`config.mk`:
```
export PLATFORM = sky130hd
export DESIGN_NAME = double_ended_queue
export DESIGN_NICKNAME = d
export VERILOG_FILES = /design/src/design/deq_pkg.sv /design/src/design/deq_ctrl.sv /design/src/design/deq_dp.sv /design/src/design/double_ended_queue.sv
export SDC_FILE = /design/constraint.sdc
export NUM_CORES = 1
export LEC_CHECK = 0
export ABC_CLOCK_PERIOD_IN_PS = 4800
export BUFFER_PORTS_ARGS = -buffer_cell sky130_fd_sc_hd__buf_4
export CORE_MARGIN = 2
export CORE_UTILIZATION = 28
export CTS_CLUSTER_DIAMETER = 40
export DETAILED_ROUTE_END_ITERATION = 10
export GPL_TIMING_DRIVEN = 1
export SYNTH_ARGS = -nofsm -noshare
export SYNTH_HDL_FRONTEND = slang
export SYNTH_SLANG_ARGS = --single-unit
```
`constraint.sdc`:
```
create_clock -name clk -period 4.8 [get_ports clk]
set_clock_uncertainty 0.15 [all_clocks]
set_input_delay 0.24 -clock clk [delete_from_list [all_inputs] [get_ports clk]]
set_output_delay 0.24 -clock clk [all_outputs]
set_load 0.1 [all_outputs]
```
`src/design/deq_pkg.sv`:
```
// shared constants, codes and control structs for the double-ended queue
// no dependencies; imported by every design file

package deq_pkg;

  localparam int DEPTH      = 16;
  localparam int DATA_WIDTH = 32;
  localparam int PTR_W      = $clog2(DEPTH);
  localparam int COUNT_W    = $clog2(DEPTH + 1);
  localparam int WORD_W     = 32;
  localparam int ACT_W      = 2;
  localparam int STAT_W     = 2;

  localparam logic [ACT_W-1:0] ACT_PUSH_FRONT = 2'd0;
  localparam logic [ACT_W-1:0] ACT_PUSH_BACK  = 2'd1;
  localparam logic [ACT_W-1:0] ACT_POP_FRONT  = 2'd2;
  localparam logic [ACT_W-1:0] ACT_POP_BACK   = 2'd3;

  localparam logic [STAT_W-1:0] ST_OK    = 2'd0;
  localparam logic [STAT_W-1:0] ST_EMPTY = 2'd1;
  localparam logic [STAT_W-1:0] ST_FULL  = 2'd2;

  // controller to datapath
  typedef struct packed {
    logic                 exec;
    logic                 push_front;
    logic                 push_back;
    logic                 pop_front;
    logic                 pop_back;
    logic [STAT_W-1:0]    err;
  } deq_cmd_t;

  // datapath to controller
  typedef struct packed {
    logic full;
    logic empty;
  } deq_stat_t;

endpackage

```
`src/design/deq_ctrl.sv`:
```
// controller: accepts one word at a time, decodes the action against the
// full/empty flags and sequences the result cycle; uses deq_pkg

module deq_ctrl
  import deq_pkg::*;
(
  input  logic             clk,
  input  logic             rst,
  input  logic             start,
  input  logic [ACT_W-1:0] action,
  input  deq_stat_t        dp_stat,
  output deq_cmd_t         cmd,
  output logic             busy,
  output logic             done
);

  typedef enum logic [1:0] {
    S_IDLE = 2'b01,
    S_DONE = 2'b10
  } state_t;

  state_t state, state_next;
  logic   accept;

  assign accept = start && (state == S_IDLE);

  always_comb begin
    state_next = state;
    case (state)
      S_IDLE: if (accept) state_next = S_DONE;
      S_DONE: state_next = S_IDLE;
      default: state_next = S_IDLE;
    endcase
  end

  always_ff @(posedge clk) begin
    if (rst) begin
      state <= S_IDLE;
    end else begin
      state <= state_next;
    end
  end

  // decode: illegal pushes/pops turn into an error code with no datapath move
  always_comb begin
    cmd            = '0;
    cmd.exec       = accept;
    cmd.err        = ST_OK;
    if (accept) begin
      if (action inside {ACT_PUSH_FRONT, ACT_PUSH_BACK}) begin
        if (dp_stat.full) begin
          cmd.err = ST_FULL;
        end else begin
          cmd.push_front = (action == ACT_PUSH_FRONT);
          cmd.push_back  = (action == ACT_PUSH_BACK);
        end
      end else begin
        if (dp_stat.empty) begin
          cmd.err = ST_EMPTY;
        end else begin
          cmd.pop_front = (action == ACT_POP_FRONT);
          cmd.pop_back  = (action == ACT_POP_BACK);
        end
      end
    end
  end

  assign busy = (state != S_IDLE);
  assign done = (state == S_DONE);

endmodule

```
`src/design/deq_dp.sv`:
```
// datapath: slot memory, front/back pointers, entry count and result regs
// uses deq_pkg; driven by deq_ctrl commands

module deq_dp
  import deq_pkg::*;
(
  input  logic               clk,
  input  logic               rst,
  input  deq_cmd_t           cmd,
  input  logic [WORD_W-1:0]  push_word,
  output deq_stat_t          dp_stat,
  output logic [WORD_W-1:0]  pop_word,
  output logic [STAT_W-1:0]  status,
  output logic [COUNT_W-1:0] entry_count,
  output logic               is_empty
);

  localparam logic [PTR_W-1:0]   LAST_SLOT = PTR_W'(DEPTH - 1);
  localparam logic [COUNT_W-1:0] FULL_CNT  = COUNT_W'(DEPTH);

  logic [DATA_WIDTH-1:0] mem [DEPTH];
  logic [DATA_WIDTH-1:0] rd_data;
  logic [PTR_W-1:0]      front, back;
  logic [PTR_W-1:0]      front_prev, front_succ, back_prev, back_succ;
  logic [PTR_W-1:0]      wr_addr, rd_addr;
  logic [COUNT_W-1:0]    count;
  logic [STAT_W-1:0]     res_status;
  logic                  res_pop;
  logic                  wr_en, rd_en;

  assign front_prev = (front == '0) ? LAST_SLOT : front - 1'b1;
  assign front_succ = (front == LAST_SLOT) ? '0 : front + 1'b1;
  assign back_prev  = (back == '0) ? LAST_SLOT : back - 1'b1;
  assign back_succ  = (back == LAST_SLOT) ? '0 : back + 1'b1;

  assign wr_en   = cmd.push_front || cmd.push_back;
  assign rd_en   = cmd.pop_front || cmd.pop_back;
  assign wr_addr = cmd.push_front ? front_prev : back;
  assign rd_addr = cmd.pop_front ? front : back_prev;

  always_ff @(posedge clk) begin
    if (wr_en) mem[wr_addr] <= push_word[DATA_WIDTH-1:0];
    if (rd_en) rd_data <= mem[rd_addr];
  end

  always_ff @(posedge clk) begin
    if (rst) begin
      front <= '0;
      back  <= '0;
      count <= '0;
    end else begin
      if (cmd.push_front) front <= front_prev;
      if (cmd.pop_front)  front <= front_succ;
      if (cmd.push_back)  back  <= back_succ;
      if (cmd.pop_back)   back  <= back_prev;
      if (wr_en)          count <= count + 1'b1;
      else if (rd_en)     count <= count - 1'b1;
    end
  end

  always_ff @(posedge clk) begin
    if (cmd.exec) begin
      res_status <= cmd.err;
      res_pop    <= rd_en;
    end
  end

  assign dp_stat.full  = (count == FULL_CNT);
  assign dp_stat.empty = (count == '0);

  assign pop_word    = res_pop ? WORD_W'(rd_data) : '0;
  assign status      = res_status;
  assign entry_count = count;
  assign is_empty    = (count == '0);

endmodule

```
`src/design/double_ended_queue.sv`:
```
// Bounded double-ended queue of 16 words, push and pop at either end.
// In the cycle where start is taken (start high, busy low) the pointers and
// count move and the slot is written or read; the registered slot read
// fills the done state, in which done pulses for one cycle with the result
// and busy is high. A new word can be started in the cycle after done. A pop
// on an empty queue returns zero with the empty status; a push on a full
// queue is dropped with the full status. Slots need no clearing after reset.
// Results must be taken when done is high.
// depends on deq_pkg, deq_ctrl and deq_dp

module double_ended_queue
  import deq_pkg::*;
(
  input  logic               clk,
  input  logic               rst,
  input  logic               start,
  output logic               busy,
  input  logic [ACT_W-1:0]   action,
  input  logic [WORD_W-1:0]  push_word,
  output logic               done,
  output logic [WORD_W-1:0]  pop_word,
  output logic [STAT_W-1:0]  status,
  output logic [COUNT_W-1:0] entry_count,
  output logic               is_empty
);

  deq_cmd_t  cmd;
  deq_stat_t dp_stat;

  deq_ctrl u_ctrl (
    .clk     (clk),
    .rst     (rst),
    .start   (start),
    .action  (action),
    .dp_stat (dp_stat),
    .cmd     (cmd),
    .busy    (busy),
    .done    (done)
  );

  deq_dp u_dp (
    .clk         (clk),
    .rst         (rst),
    .cmd         (cmd),
    .push_word   (push_word),
    .dp_stat     (dp_stat),
    .pop_word    (pop_word),
    .status      (status),
    .entry_count (entry_count),
    .is_empty    (is_empty)
  );

endmodule

```
Word-level counts from Yosys, hierarchy flattened
Memories as Yosys holds them, arrays and structs flattened. A register that Yosys moved wholly into a read port is not among the register bits.
Index checks and enable logic that the tools add are counted.
{"block": "op_classes", "add_sub_neg": 6, "n_eq_ne": 9, "n_mux": 23, "bitwise_logic": 1, "reduce_logical": 12}
{"operator": "4-bit 2-to-1 mux", "count": 10}
{"operator": "32-bit 2-to-1 mux", "count": 1}
{"operator": "2-bit 2-to-1 mux", "count": 6}
{"operator": "5-bit 2-to-1 mux", "count": 2}
{"operator": "4-bit by 1-bit adder with 4-bit output (second input constant)", "count": 2}
{"operator": "4-bit equality test (second input constant)", "count": 2}
{"operator": "4-bit zero test", "count": 2}
{"operator": "2-bit nonzero test", "count": 4}
{"operator": "4-bit by 1-bit subtractor with 4-bit output (second input constant)", "count": 2}
{"operator": "2-bit equality test (second input constant)", "count": 3}
{"operator": "6-bit 2-to-1 mux", "count": 1}
{"operator": "5-bit by 1-bit adder with 5-bit output (second input constant)", "count": 1}
{"operator": "5-bit equality test (second input constant)", "count": 1}
{"operator": "5-bit zero test", "count": 1}
{"operator": "5-bit by 1-bit subtractor with 5-bit output (second input constant)", "count": 1}
{"operator": "2-bit by 1-bit equality test with 1-bit output (second input constant)", "count": 2}
{"operator": "1-bit 2-to-1 mux", "count": 3}
{"operator": "2-bit zero test", "count": 1}
{"operator": "1-bit logical OR", "count": 2}
{"operator": "2-bit by 1-bit != test with 1-bit output (second input constant)", "count": 1}
{"operator": "2-bit OR reduction", "count": 1}
{"operator": "1-bit logical AND", "count": 1}
{"operator": "1-bit inverter", "count": 1}
{"block": "totals", "register_bits": 18, "mem_bits_rw": 512, "wordCells": 58, "memories": 1}
{"memory": "u_dp.mem", "depth": 16, "word_bits": 32, "rd": 1, "rd_ports_with_merged_regs": 1, "wr": 1, "line": "deq_dp.sv:21", "rtl": "logic [DATA_WIDTH-1:0] mem [DEPTH];"}

Logic depth before layout (Yosys ltp)
{"block": "depth", "word_depth": 7, "ltp_mapped": 11}

Modules after synthesis
From an unflattened synthesis, not the netlist that was laid out.
{"block": "hier_totals", "hier_cells": 1031, "hier_area_um2": 21677.0}
{"mod": "deq_dp", "instances": 1, "cells_each": 1016, "area_each_um2": 21518.1}
{"mod": "deq_ctrl", "instances": 1, "cells_each": 15, "area_each_um2": 158.9}

Least setup slack after synthesis
OpenSTA, ideal clock, no wires.
{"block": "synth_path", "kind": "register to register", "startpoint": "register u_dp.count[4], in the netlist u_dp.entry_count[4]", "endpoint": "register u_dp.back[0]", "setup_time_ps": 71, "arrival_time_ps": 4022, "slack_ps": 557, "stages_incl_launch_ff": 7, "period_less_slack_ps": 4243, "path_cell_list": "dfxtp_1 -> inv_1 -> a21oi_1 -> nand2_1 -> o22ai_1 -> nand2_1 -> a21oi_1"}
{"block": "synth_via", "elab_chain_cells": 5, "elab_cells_between_ends": 9, "classes_between": "1 x eq/ne; 6 x mux; 2 x reduce/logical"}
{"element": "start, declared", "line": "deq_dp.sv:26", "rtl": "logic [COUNT_W-1:0] count;"}
{"element": "start signal, assigned", "line": "deq_dp.sv:56", "rtl": "if (wr_en) count <= count + 1'b1;"}
{"element": "start signal, assigned", "line": "deq_dp.sv:57", "rtl": "else if (rd_en) count <= count - 1'b1;"}
{"element": "5-bit equality test / 5-bit zero test (equally long branches)", "line": "deq_dp.sv:68, deq_dp.sv:69"}
{"element": "2-bit 2-to-1 mux, on equally long branches", "line": "deq_ctrl.sv:51, deq_ctrl.sv:58"}
{"element": "2-bit 2-to-1 mux", "line": "deq_ctrl.sv:50", "rtl": "if (action inside {ACT_PUSH_FRONT, ACT_PUSH_BACK}) begin"}
{"element": "6-bit 2-to-1 mux *", "line": "deq_ctrl.sv:49", "rtl": "if (accept) begin"}
{"element": "2-bit nonzero test (no source line) / 4-bit 2-to-1 mux (equally long branches)"}
{"element": "end signal, assigned", "line": "deq_dp.sv:54", "rtl": "if (cmd.push_back) back <= back_succ;"}
{"element": "end signal, assigned", "line": "deq_dp.sv:55", "rtl": "if (cmd.pop_back) back <= back_prev;"}
{"element": "end, declared", "line": "deq_dp.sv:23", "rtl": "logic [PTR_W-1:0] front, back;"}
Mark *: on every way between the ends. The rest lies on a longest branch, timed or not.
A chain may end at the register's enable or synchronous reset.

Final worst setup path
{"block": "layout_path", "startpoint": "register u_dp.count[0], in the netlist u_dp.entry_count[0]", "endpoint": "memory u_dp.mem[15][21], enable pin"}
{"block": "layout_via", "elab_chain_cells": 7, "elab_cells_between_ends": 8, "classes_between": "1 x eq/ne; 6 x mux; 1 x reduce/logical"}
{"element": "5-bit equality test *", "line": "deq_dp.sv:68", "rtl": "assign dp_stat.full = (count == FULL_CNT);"}
{"element": "2-bit 2-to-1 mux *", "line": "deq_ctrl.sv:51", "rtl": "if (dp_stat.full) begin"}
{"element": "2-bit 2-to-1 mux *", "line": "deq_ctrl.sv:50"}
{"element": "6-bit 2-to-1 mux *", "line": "deq_ctrl.sv:49"}
{"element": "1-bit logical OR", "line": "deq_dp.sv:36", "rtl": "assign wr_en = cmd.push_front || cmd.push_back;"}
{"element": "1-bit 2-to-1 mux", "line": "deq_dp.sv:42", "rtl": "if (wr_en) mem[wr_addr] <= push_word[DATA_WIDTH-1:0];"}
{"element": "1-bit 2-to-1 mux (not written as such)", "line": "deq_dp.sv:42"}
{"element": "end, declared", "line": "deq_dp.sv:21"}
Marks and branches as above.

==> flow_metrics.tcl <==
set metrics [dict create \
    coreArea_um2 96900 \
    htree_levels 3 \
    ys_dominant_reg_cell "edfxtp_1" \
    reg2reg_to "u_dp.mem[15][21]$_DFFE_PP_" \
    min_period_over_period_pct 76.7 \
    hpwl_mm 41.4 \
    synth_enable_flop_cells 547 \
    post_cts_buffers 0 \
    worst_pin_slew_ns 1.18 \
    regArea_um2 16700 \
    slowest_delay_ns 0.65 \
    drive_gt1_share_pct 11.9 \
    cts-root-buf "clkbuf_16" \
    syn_inst 2132 \
    place_area_um2 29400 \
    path_clk_slew_ns 0.06 \
    rsz0062_at_grt "false" \
    hold_path_end "u_dp.mem[0][1]$_DFFE_PP_" \
    grt_usage_pct 15.5 \
    fin_setup_tns_ns 0 \
    clock-sinks 562 \
    cts_resized 0 \
    ir_worst_vdd_mv 0.266 \
    cp-end-kind "flop" \
    crit_chain "nor4_4 -> a211o_1 -> inv_2 -> nand2b_1 -> a32oi_1 -> nor2_4 -> buf_4" \
    rrSetupSlack_ns 1.12 \
    timing.critical_path.from "u_dp.entry_count[0]$_SDFFE_PP0P_" \
    path_class "reg2reg" \
    clk_path_buf_depth 3 \
    stdcell_count 3499 \
    grt_pass1_wl_mm 119 \
    leakage_nw 11.4 \
    r2r_start "u_dp.entry_count[0]$_SDFFE_PP0P_" \
    yosys_register_bits 562 \
    clock_latency_ns 0.60 \
    rows 114 \
    ios 79 \
    yosysUniqueCellTypes 51 \
    cap_violations 0 \
    power_density_nw_per_um2 435 \
    fin_crit_ns 3.68 \
    synth-async-reset-ratio_pct 0 \
    yosysMostFrequentCell "edfxtp_1" \
    routedWlPerCell_um 22.6 \
    fill_cells 9331 \
    numPortBuffers 78 \
    multiInputGateArea_um2 9900 \
    start_kind "flop" \
    drtPass1Iterations 5 \
    crit_fanout 20 \
    grt_overflow_total 0 \
    synth_top_area_cell "edfxtp_1" \
    post-route-drc-count 0 \
    cp.arrival_ns 3.78 \
    die-area_um2 100000 \
    antenna_found_initial 3 \
    vias 19100 \
    cts_buffers 70 \
    gp_congestion 0.754 \
    worstHoldPathCells 2 \
    dp.cells 3344 \
    cts_hold_buf 36 \
    ys_warn_count 0 \
    grt_max_degree 263 \
    max_freq_mhz 272 \
    dieHeight_um 317 \
    setup_viol 0 \
    synth_top_area_share_pct 59.9 \
    grt_pass1_vias 19500 \
    drt_wl_total_mm 79.2 \
    hp-start "push_word[1]" \
    syn-num-nets 2178 \
    synth_area_leaders "edfxtp_1, mux2i_1, a211oi_1, and2_1, o22ai_1" \
    hold_viol_final 0 \
    num-nets-final 2222 \
    drtAntennaViolNets 0 \
    drt-initial-drc-count 1752 \
    status "finished clean" \
    final_area_um2 32000 \
    critical_path.top_delay_family "simple AND/OR/NAND/NOR gates" \
    synth_common_cells "edfxtp_1, and2_1, mux2i_1" \
    viasPerCell 5.45 \
    relSlewSlack_pct 21.3 \
    syn-cell-area_um2 27400 \
    required_ns 4.90 \
    cts_tree "built" \
    die_w_um 317 \
    cp.buffers_inverters 2 \
    start_util_pct 28.3 \
    worstRegToRegCells 7 \
    syn_area_per_cell_um2 12.9 \
    holdCritPathClass "in2reg" \
    synthToLayoutAreaGrowth_pct 16.8 \
    ys_seq_area_share_pct 61.0 \
    report.final.slew_viol_count 0 \
    fin_util_pct 33.1 \
    cp_slowest_cell "nor2_4" \
]
-- how the worst max path moves through the flow --
stage | endpoint | slack [ns] | cells past startpoint
after floorplan | u_dp.back[0]$_SDFFE_PP0P_ | 0.56 | 6
after global placement | u_dp.mem[15][15]$_DFFE_PP_ | 1.11 | 6
after detailed placement | u_dp.mem[15][24]$_DFFE_PP_ | 1.11 | 7
after CTS | u_dp.mem[15][26]$_DFFE_PP_ | 1.10 | 7
after global routing | u_dp.mem[15][22]$_DFFE_PP_ | 0.98 | 7
final | u_dp.mem[15][21]$_DFFE_PP_ | 1.12 | 7
-- cells by family after synthesis --
kind of cell / share of synthesized area, %
AO/OA/AOI/OAI: 14.1
flip-flops: 61.0
AND/OR/NAND/NOR: 11.0
multiplexers: 9.65
buffers and inverters: 3.52
adder cells (fa/ha/maj): 0.438
XOR/XNOR: 0.255
-- state kept, by name (all words and copies together) (netlist names) --
register / cells
u_dp.rd_data: 32
u_ctrl.state: 2
u_dp.res_pop: 1
u_dp.mem: 512
u_dp.entry_count: 5
u_dp.back: 4
u_dp.front: 4
u_dp.status: 2
-- routing by layer --
metal / track usage [%] / part of all wire (%) / vias up / wire [um]
met4: 5.78 / 2.7 / 4 / 2160
met5: 0 / 0.029 / - / 23
met3: 1.96 / 5.0 / 150 / 3970
li1: - / - / 8546 / -
met2: 26.6 / 50 / 620 / 39300
met1: 19.9 / 43 / 9757 / 33700
-- cell type report --
cell class / instances / area share, %
antenna: 1 / 0.00781
clock buffer: 82 / 5.67
tap: 1276 / 4.98
timing repair buffer: 165 / 4.54
multi-input combinational: 1361 / 30.9
sequential: 562 / 52.2
clock inverter: 36 / 1.47
inverter: 16 / 0.211
-- where the power goes --
group	internal (mW)	total, mW	leakage, nW	switching (mW)
Combinational	0.941	3.00	5.27	2.06
Sequential	5.58	5.67	5.05	0.0923
Clock	3.25	5.27	1.11	2.02
-- metrics by stage --
| step | worst slack [ns] | hold WS (ns) | power [mW] |
|---|---|---|---|
| floorplan | 0.557 | 0.162 | 7.84 |
| global placement | 1.11 | 0.388 | 8.69 |
| detailed placement | 1.11 | 0.392 | 8.74 |
| CTS | 1.10 | 0.328 | 14.0 |
| global route | 0.978 | 0.377 | 14.4 |
| finish | 1.12 | 0.348 | 13.9 |
-- cells in the final DEF, fill, tap and decap left out, drive strengths merged, types with 2 or more instances in the layout --
| master | instances |
|---|---|
| xnor2 | 7 |
| a21oi | 14 |
| nor3 | 5 |
| and2 | 289 |
| a2111o | 2 |
| bufinv | 10 |
| nand2 | 7 |
| clkinvlp | 2 |
| a211oi | 259 |
| clkinv | 15 |
| mux2i | 261 |
| dlygate4sd3 | 36 |
| a22oi | 3 |
| clkbuf | 82 |
| nor4 | 2 |
| edfxtp | 547 |
| o41ai | 2 |
| mux2 | 2 |
| nand4 | 32 |
| nand3 | 131 |
| and3 | 3 |
| a211o | 2 |
| dfxtp | 15 |
| ha | 8 |
| nand2b | 5 |
| buf | 129 |
| o21ai | 9 |
| a21o | 2 |
| inv | 25 |
| nor2 | 40 |
| a32oi | 3 |
| o22ai | 258 |
Note: power is estimated with default switching activity, not from simulation.
